==> src/rtl/core/ebalu_pkg.sv <==
// Shared operation codes, flag positions and request/response types for the eight-bit ALU.
package ebalu_pkg;

  localparam int unsigned OpW   = 5;
  localparam int unsigned DataW = 8;
  localparam int unsigned FlagW = 4;
  localparam int unsigned BitW  = 3;

  typedef logic [OpW-1:0]   op_t;
  typedef logic [DataW-1:0] byte_t;
  typedef logic [FlagW-1:0] flags_t;

  // Positions of the flags inside a flag nibble.
  localparam int unsigned FlagZ = 3;
  localparam int unsigned FlagN = 2;
  localparam int unsigned FlagH = 1;
  localparam int unsigned FlagC = 0;

  localparam op_t OpAdd  = 5'd0;
  localparam op_t OpAdc  = 5'd1;
  localparam op_t OpSub  = 5'd2;
  localparam op_t OpSbc  = 5'd3;
  localparam op_t OpAnd  = 5'd4;
  localparam op_t OpOr   = 5'd5;
  localparam op_t OpXor  = 5'd6;
  localparam op_t OpCp   = 5'd7;
  localparam op_t OpInc  = 5'd8;
  localparam op_t OpDec  = 5'd9;
  localparam op_t OpRlca = 5'd10;
  localparam op_t OpRla  = 5'd11;
  localparam op_t OpRrca = 5'd12;
  localparam op_t OpRra  = 5'd13;
  localparam op_t OpRlc  = 5'd14;
  localparam op_t OpRl   = 5'd15;
  localparam op_t OpRrc  = 5'd16;
  localparam op_t OpRr   = 5'd17;
  localparam op_t OpSla  = 5'd18;
  localparam op_t OpSra  = 5'd19;
  localparam op_t OpSrl  = 5'd20;
  localparam op_t OpSwap = 5'd21;
  localparam op_t OpBit  = 5'd22;
  localparam op_t OpSet  = 5'd23;
  localparam op_t OpRes  = 5'd24;
  localparam op_t OpDaa  = 5'd25;
  localparam op_t OpCpl  = 5'd26;
  localparam op_t OpCcf  = 5'd27;
  localparam op_t OpScf  = 5'd28;

  typedef struct packed {
    op_t                 operation;
    byte_t               acc_value;
    byte_t               operand;
    logic [BitW-1:0]     bit_index;
    flags_t              flags_in;
  } req_t;

  typedef struct packed {
    byte_t  result;
    flags_t flags_out;
  } rsp_t;

endpackage

==> src/rtl/core/eight_bit_alu_with_flags.sv <==
// Top level of the eight-bit ALU: input register, datapath and result register.
//
// The unit takes one beat per clock cycle while its output is not stalled and
// returns one result beat for each. A beat is captured in the input register,
// passes the combinational ALU datapath and lands in the result register, where
// its result is offered on the output and is taken at an edge where out_tready
// is high. The input register can still take a beat while a finished result
// waits, as long as the input register is empty. in_tready falls only when both
// stages hold beats and out_tready is low. Throughput is one beat per cycle
// unless the output stalls, as the ALU datapath is combinational.
module eight_bit_alu_with_flags (
  input  logic        clk,
  input  logic        rst_n,
  input  logic        in_tvalid,
  output logic        in_tready,
  input  logic [23:0] in_tdata,   // acc_value[7:0], operand[15:8], bit_index[18:16],
                                  // flags_in[22:19], zero[23]
  input  logic [4:0]  in_tuser,   // operation[4:0]
  output logic        out_tvalid,
  input  logic        out_tready,
  output logic [15:0] out_tdata   // result[7:0], flags_out[11:8], zero[15:12]
);

  logic            in_valid_r;
  logic            in_valid_nxt;
  ebalu_pkg::req_t in_req_r;
  ebalu_pkg::req_t in_req_nxt;
  logic            out_valid_r;
  logic            out_valid_nxt;
  ebalu_pkg::rsp_t out_rsp_r;
  ebalu_pkg::rsp_t exec_rsp;
  logic            out_load;
  logic            in_load;

  // The result stage can load whenever it is empty or being drained this cycle.
  assign out_load  = ~out_valid_r | out_tready;
  assign in_tready = ~in_valid_r | out_load;
  assign in_load   = in_tvalid & in_tready;

  always_comb begin
    in_req_nxt.operation = in_tuser;
    in_req_nxt.acc_value = in_tdata[7:0];
    in_req_nxt.operand   = in_tdata[15:8];
    in_req_nxt.bit_index = in_tdata[18:16];
    in_req_nxt.flags_in  = in_tdata[22:19];
  end

  always_comb begin
    in_valid_nxt = in_valid_r;
    if (in_tready) begin
      in_valid_nxt = in_tvalid;
    end
    out_valid_nxt = out_valid_r;
    if (out_load) begin
      out_valid_nxt = in_valid_r;
    end
  end

  always_ff @(posedge clk) begin
    if (!rst_n) begin
      in_valid_r  <= 1'b0;
      out_valid_r <= 1'b0;
    end else begin
      in_valid_r  <= in_valid_nxt;
      out_valid_r <= out_valid_nxt;
    end
  end

  always_ff @(posedge clk) begin
    if (in_load) begin
      in_req_r <= in_req_nxt;
    end
    if (out_load && in_valid_r) begin
      out_rsp_r <= exec_rsp;
    end
  end

  ebalu_exec u_exec (
    .req (in_req_r),
    .rsp (exec_rsp)
  );

  assign out_tvalid = out_valid_r;
  assign out_tdata  = {4'd0, out_rsp_r.flags_out, out_rsp_r.result};

endmodule

==> src/rtl/core/ebalu_exec.sv <==
// Single-pass datapath: computes the result byte and new flags for one operation.
module ebalu_exec (
  input  ebalu_pkg::req_t req,
  output ebalu_pkg::rsp_t rsp
);

  ebalu_pkg::byte_t  a;
  ebalu_pkg::byte_t  b;
  ebalu_pkg::flags_t f;
  logic              cin;
  logic              zf;
  logic              nf;
  logic              hf;
  logic              ci;
  logic [8:0]        add_full;
  logic [4:0]        add_half;
  logic [8:0]        sub_full;
  logic [4:0]        sub_half;
  ebalu_pkg::byte_t  bit_mask;
  logic              daa_hi;
  logic              daa_lo;
  ebalu_pkg::byte_t  daa_adj;
  ebalu_pkg::byte_t  daa_res;
  logic              daa_c;
  ebalu_pkg::byte_t  r;
  logic              z_new;
  logic              n_new;
  logic              h_new;
  logic              c_new;
  logic              use_res_z;

  assign a   = req.acc_value;
  assign b   = req.operand;
  assign f   = req.flags_in;
  assign cin = f[ebalu_pkg::FlagC];
  assign zf  = f[ebalu_pkg::FlagZ];
  assign nf  = f[ebalu_pkg::FlagN];
  assign hf  = f[ebalu_pkg::FlagH];

  // Carry-in is only used by the with-carry forms.
  assign ci = ((req.operation == ebalu_pkg::OpAdc) || (req.operation == ebalu_pkg::OpSbc))
              ? cin : 1'b0;

  assign add_full = {1'b0, a} + {1'b0, b} + {8'd0, ci};
  assign add_half = {1'b0, a[3:0]} + {1'b0, b[3:0]} + {4'd0, ci};
  // The top bit of each difference is the borrow out of that width.
  assign sub_full = {1'b0, a} - {1'b0, b} - {8'd0, ci};
  assign sub_half = {1'b0, a[3:0]} - {1'b0, b[3:0]} - {4'd0, ci};

  assign bit_mask = ebalu_pkg::byte_t'(1) << req.bit_index;

  // Decimal adjust: the correction depends on whether the last operation subtracted.
  assign daa_hi  = nf ? cin : (cin || (a > 8'h99));
  assign daa_lo  = nf ? hf  : (hf  || (a[3:0] > 4'h9));
  assign daa_adj = (daa_hi ? 8'h60 : 8'h00) | (daa_lo ? 8'h06 : 8'h00);
  assign daa_res = nf ? (a - daa_adj) : (a + daa_adj);
  assign daa_c   = daa_hi;

  always_comb begin
    r         = a;
    z_new     = zf;
    n_new     = nf;
    h_new     = hf;
    c_new     = cin;
    use_res_z = 1'b0;
    case (req.operation)
      ebalu_pkg::OpAdd, ebalu_pkg::OpAdc: begin
        r         = add_full[7:0];
        use_res_z = 1'b1;
        n_new     = 1'b0;
        h_new     = add_half[4];
        c_new     = add_full[8];
      end
      ebalu_pkg::OpSub, ebalu_pkg::OpSbc, ebalu_pkg::OpCp: begin
        r         = (req.operation == ebalu_pkg::OpCp) ? a : sub_full[7:0];
        z_new     = (sub_full[7:0] == 8'h00);
        n_new     = 1'b1;
        h_new     = sub_half[4];
        c_new     = sub_full[8];
      end
      ebalu_pkg::OpAnd: begin
        r         = a & b;
        use_res_z = 1'b1;
        n_new     = 1'b0;
        h_new     = 1'b1;
        c_new     = 1'b0;
      end
      ebalu_pkg::OpOr: begin
        r         = a | b;
        use_res_z = 1'b1;
        n_new     = 1'b0;
        h_new     = 1'b0;
        c_new     = 1'b0;
      end
      ebalu_pkg::OpXor: begin
        r         = a ^ b;
        use_res_z = 1'b1;
        n_new     = 1'b0;
        h_new     = 1'b0;
        c_new     = 1'b0;
      end
      ebalu_pkg::OpInc: begin
        r         = b + 8'd1;
        use_res_z = 1'b1;
        n_new     = 1'b0;
        h_new     = (b[3:0] == 4'hF);
      end
      ebalu_pkg::OpDec: begin
        r         = b - 8'd1;
        use_res_z = 1'b1;
        n_new     = 1'b1;
        h_new     = (b[3:0] == 4'h0);
      end
      ebalu_pkg::OpRlca: begin
        r     = {a[6:0], a[7]};
        z_new = 1'b0;
        n_new = 1'b0;
        h_new = 1'b0;
        c_new = a[7];
      end
      ebalu_pkg::OpRla: begin
        r     = {a[6:0], cin};
        z_new = 1'b0;
        n_new = 1'b0;
        h_new = 1'b0;
        c_new = a[7];
      end
      ebalu_pkg::OpRrca: begin
        r     = {a[0], a[7:1]};
        z_new = 1'b0;
        n_new = 1'b0;
        h_new = 1'b0;
        c_new = a[0];
      end
      ebalu_pkg::OpRra: begin
        r     = {cin, a[7:1]};
        z_new = 1'b0;
        n_new = 1'b0;
        h_new = 1'b0;
        c_new = a[0];
      end
      ebalu_pkg::OpRlc: begin
        r         = {b[6:0], b[7]};
        use_res_z = 1'b1;
        n_new     = 1'b0;
        h_new     = 1'b0;
        c_new     = b[7];
      end
      ebalu_pkg::OpRl: begin
        r         = {b[6:0], cin};
        use_res_z = 1'b1;
        n_new     = 1'b0;
        h_new     = 1'b0;
        c_new     = b[7];
      end
      ebalu_pkg::OpRrc: begin
        r         = {b[0], b[7:1]};
        use_res_z = 1'b1;
        n_new     = 1'b0;
        h_new     = 1'b0;
        c_new     = b[0];
      end
      ebalu_pkg::OpRr: begin
        r         = {cin, b[7:1]};
        use_res_z = 1'b1;
        n_new     = 1'b0;
        h_new     = 1'b0;
        c_new     = b[0];
      end
      ebalu_pkg::OpSla: begin
        r         = {b[6:0], 1'b0};
        use_res_z = 1'b1;
        n_new     = 1'b0;
        h_new     = 1'b0;
        c_new     = b[7];
      end
      ebalu_pkg::OpSra: begin
        r         = {b[7], b[7:1]};
        use_res_z = 1'b1;
        n_new     = 1'b0;
        h_new     = 1'b0;
        c_new     = b[0];
      end
      ebalu_pkg::OpSrl: begin
        r         = {1'b0, b[7:1]};
        use_res_z = 1'b1;
        n_new     = 1'b0;
        h_new     = 1'b0;
        c_new     = b[0];
      end
      ebalu_pkg::OpSwap: begin
        r         = {b[3:0], b[7:4]};
        use_res_z = 1'b1;
        n_new     = 1'b0;
        h_new     = 1'b0;
        c_new     = 1'b0;
      end
      ebalu_pkg::OpBit: begin
        z_new = ~b[req.bit_index];
        n_new = 1'b0;
        h_new = 1'b1;
      end
      ebalu_pkg::OpSet: begin
        r = b | bit_mask;
      end
      ebalu_pkg::OpRes: begin
        r = b & ~bit_mask;
      end
      ebalu_pkg::OpDaa: begin
        r         = daa_res;
        use_res_z = 1'b1;
        h_new     = 1'b0;
        c_new     = daa_c;
      end
      ebalu_pkg::OpCpl: begin
        r     = ~a;
        n_new = 1'b1;
        h_new = 1'b1;
      end
      ebalu_pkg::OpCcf: begin
        n_new = 1'b0;
        h_new = 1'b0;
        c_new = ~cin;
      end
      ebalu_pkg::OpScf: begin
        n_new = 1'b0;
        h_new = 1'b0;
        c_new = 1'b1;
      end
      default: begin
        // Unassigned codes leave the accumulator and flags as they were.
        r = a;
      end
    endcase
  end

  always_comb begin
    rsp.result                     = r;
    rsp.flags_out[ebalu_pkg::FlagZ] = use_res_z ? (r == 8'h00) : z_new;
    rsp.flags_out[ebalu_pkg::FlagN] = n_new;
    rsp.flags_out[ebalu_pkg::FlagH] = h_new;
    rsp.flags_out[ebalu_pkg::FlagC] = c_new;
  end

endmodule

==> config.mk <==
export PLATFORM = sky130hd
export DESIGN_NAME = eight_bit_alu_with_flags
export DESIGN_NICKNAME = d
export VERILOG_FILES = /design/src/rtl/core/ebalu_pkg.sv /design/src/rtl/core/eight_bit_alu_with_flags.sv /design/src/rtl/core/ebalu_exec.sv
export SDC_FILE = /design/constraint.sdc
export NUM_CORES = 1
export LEC_CHECK = 0
export ABC_AREA = 1
export ABC_CLOCK_PERIOD_IN_PS = 9970
export BUFFER_PORTS_ARGS = -buffer_cell sky130_fd_sc_hd__buf_2
export CORE_ASPECT_RATIO = 0.7
export CORE_UTILIZATION = 60
export CTS_CLUSTER_DIAMETER = 150
export DETAILED_ROUTE_END_ITERATION = 8
export PLACE_DENSITY = 0.88
export SLEW_MARGIN = 20
export SYNTH_ARGS = -nofsm -noshare
export SYNTH_HDL_FRONTEND = slang
export SYNTH_SLANG_ARGS = --single-unit
==> constraint.sdc <==
create_clock -name clk -period 9.97 [get_ports clk]
set_clock_uncertainty 0.15 [all_clocks]
set_input_delay 0.4985 -clock clk [delete_from_list [all_inputs] [get_ports clk]]
set_output_delay 0.4985 -clock clk [all_outputs]
set_load 0.05 [all_outputs]
# --- Word level (Yosys, flattened, before mapping) ---
# Cells that the tools add are included.
op_classes:
  bitwise: 15
  n_reduce_logical: 21
  div_mod_pow: 0
  n_mux: 16
  eq_ne: 29
  shift: 1
  n_addsub: 12
  multipliers: 0
  order_cmp: 3
op_table:
  columns: ["op", "n"]
  rows:
  - ["8-bit one-hot mux with 23 select lines", 1]
  - ["5-bit == test, second input constant", 13]
  - ["5-bit by 4-bit == test with 1-bit output, second input constant", 8]
  - ["8-bit OR", 3]
  - ["21-bit OR reduction", 1]
  - ["5-bit by 3-bit == test with 1-bit output, second input constant", 4]
  - ["17-bit OR reduction", 1]
  - ["8-bit AND", 2]
  - ["8-bit zero test", 2]
  - ["8-bit two-way mux", 2]
  - ["8-bit NOT", 2]
  - ["16-bit OR reduction", 1]
  - ["4-bit OR reduction", 3]
  - ["5-bit by 2-bit == test with 1-bit output, second input constant", 2]
  - ["1-bit one-hot mux with 10 select lines", 1]
  - ["8-bit by 8-bit adder with 9-bit output", 1]
  - ["9-bit by 1-bit adder with 9-bit output", 1]
  - ["3-bit OR reduction", 3]
  - ["8-bit by 8-bit subtractor with 9-bit output", 1]
  - ["9-bit by 1-bit subtractor with 9-bit output", 1]
  - ["8-bit by 1-bit adder with 8-bit output, second input constant", 1]
  - ["8-bit adder", 1]
  - ["8-bit greater-than comparator, second input constant", 1]
  - ["1-bit by 3-bit << shifter with 8-bit output, first input constant", 1]
  - ["other kinds (27)", 40]
word_totals:
  mem_bits_ro: 0
  regBits: 42
  out_inout_bits: 18
  mem_bits_rw: 0
  latch_bits: 0
  n_memories: 0

# --- Logic depth before layout (Yosys ltp) ---
depth:
  ltp_word: 10
  ltp_mapped: 22

# --- Modules after synthesis ---
# A second synthesis with hierarchy kept.
hier_totals:
  cells_unflattened: 792
  area_unflattened_um2: 4932.2
by_module_without_submodules:
  columns: ["module", "area_per_inst_um2", "cells_each", "instances", "seq_area_each_um2"]
  rows:
  - ["ebalu_exec", 3602.2, 734, 1, 0.0]
  - ["eight_bit_alu_with_flags", 1330.0, 58, 1, 1241.2]

# --- Worst setup path before layout ---
# No wires, ideal clock.
synth_path:
  kind: "reg-to-reg"
  start: "reg in_req_r[27] (netlist name)"
  end: "reg out_rsp_r, in the netlist out_tdata[11], data pin"
  arrival_time_ps: 2915
  t_required_ps: 9673
  stages_incl_launch_ff: 18
  slack_ps: 6758
  path_cell_list: "edfxtp_1 buf_2 buf_2 nor4_1 inv_1 fa_1 fa_1 xnor2_1 nand2_1 o211ai_1 nand2_1 nor2_1 nand2_1 nor2_1 nand2_1 nor2_1 nand2_1 o21bai_1"
synth_rtl:
  columns: ["item", "line", "text"]
  rows:
  - ["from (decl)", "eight_bit_alu_with_flags.sv:26", "ebalu_pkg::req_t in_req_r;"]
  - ["from (signal assigned)", "eight_bit_alu_with_flags.sv:71", "in_req_r <= in_req_nxt;"]
  - ["to (signal assigned)", "eight_bit_alu_with_flags.sv:74", "out_rsp_r <= exec_rsp;"]
  - ["to (decl)", "eight_bit_alu_with_flags.sv:30", "ebalu_pkg::rsp_t out_rsp_r;"]

==> key figures <==
Worst setup path
  • Worst path required time: between 9 and 10 ns
  • Crit-path max FO: 9
  • Library cell contributing the largest single delay on the critical path: edfxtp_1
  • Cell repeated most along the worst path: nand2_1
  • Family of cells with the greatest summed delay on the critical path: simple AND/OR/NAND/NOR gates
  • Cell-by-cell trace of the critical path: inv_2 -> nand2_1 -> nor4_1 -> inv_1 -> fa_1 -> fa_1 -> xnor2_1 -> nand2_1 -> o211ai_1 -> nand2_1 -> nor2_1 -> nand2_1 -> nor2_1 -> nand2_1 -> nor2_1 -> nand2_1 -> o21bai_1
  • Worst setup slack for register-to-register paths: 5.92 ns
  • Reg-to-Reg End: out_tdata[11]
  • Count of cell instances traversed by the critical path: 17
  • Number of cells on the worst reg-to-reg path: 17
  • Crit Path Category: reg -> reg
  • End of the critical path: out_tdata[11]
  • Combined buffer and inverter count along the critical path: 2
  • CP Data Arrival Time: 4.05 ns
  • Max incr delay on CP: 0.60 ns
  • Startpoint of the most critical setup path: in_req_r[26]
  • CP Launch Type: register
  • Endpoint kind of the worst setup timing path: register
  • Worst reg2reg startpoint: in_req_r[26]

Synthesis
  • Area fraction in and, or, nand and nor cells after synthesis: ~44%
  • Post-Synthesis Cells: a little over 800
  • Synthesis Warnings: 0
  • Proportion of synthesized flip-flops having asynchronous set or reset: 0%
  • Biggest area consumer among synthesized cells: edfxtp_1
  • EDFF count, synth: 40
  • Combinational family with the most area after synthesis: simple AND/OR/NAND/NOR gates
  • Fraction of the yosys area taken by sequential cells: 24.8%
  • Unique cell type count in the Yosys netlist: 40
  • Number of storage elements in the synthesis netlist: between 40 and 50
  • Mapped Avg Cell Area: between 6 and 7 um2
  • Most common flop cell mapped by yosys: edfxtp_1
  • Compound-cell area share of the yosys netlist: under 10%
  • Multiplexer share of the synthesized area: 0%
  • Mapped Area: between 5000 and 6000 um2
  • Adder-cell share of the synthesized area: about 11%
  • Xor and xnor fraction of the mapped netlist area: 0.874%
  • Area share of the largest cell type after synthesis: 24.0%
  • Cell with the most instances after synthesis: nand2_1
  • List of most frequent post-synthesis cells: 270 x nand2_1, 117 x nor2_1, 110 x inv_1
  • Top post-synthesis cells by area: edfxtp_1 24%, nand2_1 20%, ha_1 9.2%

Cells and area
  • Area added between synthesis and finish: 8.67%
  • Diode count: 0
  • Final Instance Area: approximately 5400 um2
  • Fill cell total of the finished layout: ~720
  • Storage cell area: 1240 um2
  • Share of layout cells above drive strength 1: ~9%
  • Count of nets after finishing: 930
  • Multi-input logic area: between 3000 and 4000 um2

Clock network
  • Reg clk slew, reported paths: about 0.06 ns
  • Total setup buffers inserted after CTS: 0
  • Cells resized by post-CTS repair: 0
  • Clock tree from TritonCTS: done
  • Clock buffer count from CTS: 5
  • Clock root buffer: clkbuf_16
  • Buffer depth of the longest clock path: 2
  • Count of hold buffers inserted by post-cts repair: 0
  • Clock network latency to the later pin of the worst-skew pair: around 0.29 ns
  • TritonCTS sink count: 42
  • Number of levels the H-tree was split into: 2

Outcome
  • Outcome: complete, but fails checks
  • Failing checks: design-rule violations

Die
  • Placeable core area: 7970 um2
  • Horizontal extent of the die: about 110 um
  • Die footprint: 8720 um2
  • IO Count: 51
  • DIE HEIGHT: about 78 um
  • Effective utilization at floorplan: a little over three fifths
  • Placement row count: 27

Flow run
  • Number of max-cap violations: 0

Hold path
  • Worst min-delay path class: in -> reg

Placed design
  • Final weighted congestion of routability-driven global placement: about 1.1
  • Number of I/O port buffers: 45
  • Placed Instance Area: approximately 5300 um2
  • Sum of net half-perimeters after detailed placement: about 14 mm
  • Worst slack at placement: 6.06 ns

Drt
  • Antenna violation net count after detailed routing: 0
  • DRC violation count after routing: 10
  • Detailed-route via count: 5834
  • Average routed wire per standard cell: approximately 19 um
  • Initial DRT Pass Iterations: 9
  • DRC marker count from the first detailed-route iteration: 950
  • DR vias/cell: slightly above 6
  • Final Routed Wirelength: about 18 mm

Timing
  • Clock period minus final worst setup slack: between 4 and 5 ns
  • Number of max-slew violations in the final report: 0
  • Worst Max-Slew Pin Slew: roughly 1.0 ns
  • Normalized max-slew margin: 30.1%
  • Unrepaired setup endpoints after global routing: no
  • Final WS setup: just under 6 ns
  • Final setup violation count: 0
  • Final Hold Fails: 0
  • Summed negative setup slack over all endpoints: 0 ns
  • Maximum operating frequency: about 0.25 GHz
  • Period utilization: just over 40%

Pwr
  • NetSw: ~250 uW
  • Share of power burned in registers: between 30 and 40%
  • Leakage Power: 2.89 nW
  • Switching share of power: 40.5%
  • Peak VDD IR: ~0.000082 V
  • Cell Pwr Density: approximately 110 nW/um2
  • Combinational share of power: 36.4%
  • Int Power: about 370 uW
  • Clock Power Share: between 20% and 30%

Global route
  • Global router's overall resource usage: 44.2%
  • Total overflow reported by the global router: 0
  • Wire length of the first global-routing pass: a little under 30 mm
  • Initial antenna violation count: 0
  • Pin count of the biggest net entering global routing: 29
  • Vias in the first global route: between 5000 and 6000
==> cell type report <==
cell class | instances | share of cell area [%]
clock buffer | 6 | 2.37
clock inverter | 2 | 0.253
inverter | 115 | 7.98
multi-input combinational | 645 | 60.0
sequential | 42 | 22.8
tap | 101 | 2.32
timing repair buffer | 46 | 4.27
==> metal layers <==
| metal | vias to the layer above | share of wire (%) | track usage [%] |
|---|---|---|---|
| li1 | 2712 | - | - |
| met1 | 2534 | 38 | 58.7 |
| met2 | 487 | 39 | 64.3 |
| met3 | 101 | 18 | 15.6 |
| met4 | 0 | 5.2 | 20.1 |
| met5 | - | 0 | 0 |
==> cell families after synthesis <==
group           Yosys count
simple gates            514
buf+inv                 129
compound gates           80
fa+ha+maj                42
flops                    42
xor+xnor                  5
other cells               1
==> placed cells by master (no fill, tap or decap), types with 7 or more instances in the layout <==
cell / instances
inv_1: 109
nand2_1: 270
o21ai_0: 28
nand4_1: 25
ha_1: 37
edfxtp_1: 40
a21oi_1: 30
buf_2: 45
nor3_1: 10
nor2_2: 7
nor2_1: 117
nand3_1: 65
==> metrics by stage <==
stage	power (mW)	cells	hold slack (ns)	utilization (%)
floorplan	0.386	816	0.298	-
global placement	0.442	949	0.307	66.5
detailed placement	0.450	949	0.338	66.5
CTS	0.612	957	0.225	68.3
global route	0.652	957	0.218	68.3
finish	0.622	957	0.227	68.3
==> worst reg2reg max path: stages (launching register included) <==
cell,delay [ns]
edfxtp_1,0.60
inv_2,0.20
nand2_1,0.09
nor4_1,0.58
inv_1,0.16
fa_1,0.48
fa_1,0.48
xnor2_1,0.24
nand2_1,0.08
o211ai_1,0.11
nand2_1,0.08
nor2_1,0.09
nand2_1,0.06
nor2_1,0.15
nand2_1,0.08
nor2_1,0.10
nand2_1,0.05
o21bai_1,0.13
==> worst min path at each step <==
stage,startpoint,end,slack [ns],depth (start not counted)
after detailed placement,in_valid_r,out_tvalid,0.34,2
after global placement,in_valid_r,out_tvalid,0.31,2
after floorplan,in_valid_r,out_tvalid,0.30,2
after CTS,in_tdata[1],in_req_r[16],0.23,1
after global routing,in_tdata[4],in_req_r[19],0.22,1
final,in_tdata[4],in_req_r[19],0.23,1
==> flip-flops by register name (all words and copies together), names as in the netlist <==
register and cells:
out_tvalid 1, out_tdata 12, in_valid_r 1, in_req_r 28
==> power groups by stage <==
stage | clock [mW] | combinational, mW | sequential (mW)
2_1_floorplan | 0 | 0.149 | 0.237
4_1_cts | 0.165 | 0.217 | 0.230
5_1_grt | 0.170 | 0.250 | 0.232
6_report | 0.164 | 0.227 | 0.232
3_5_place_dp | 0 | 0.216 | 0.233
3_3_place_gp | 0 | 0.209 | 0.233
No activity file was read; power rests on OpenSTA's default activity.
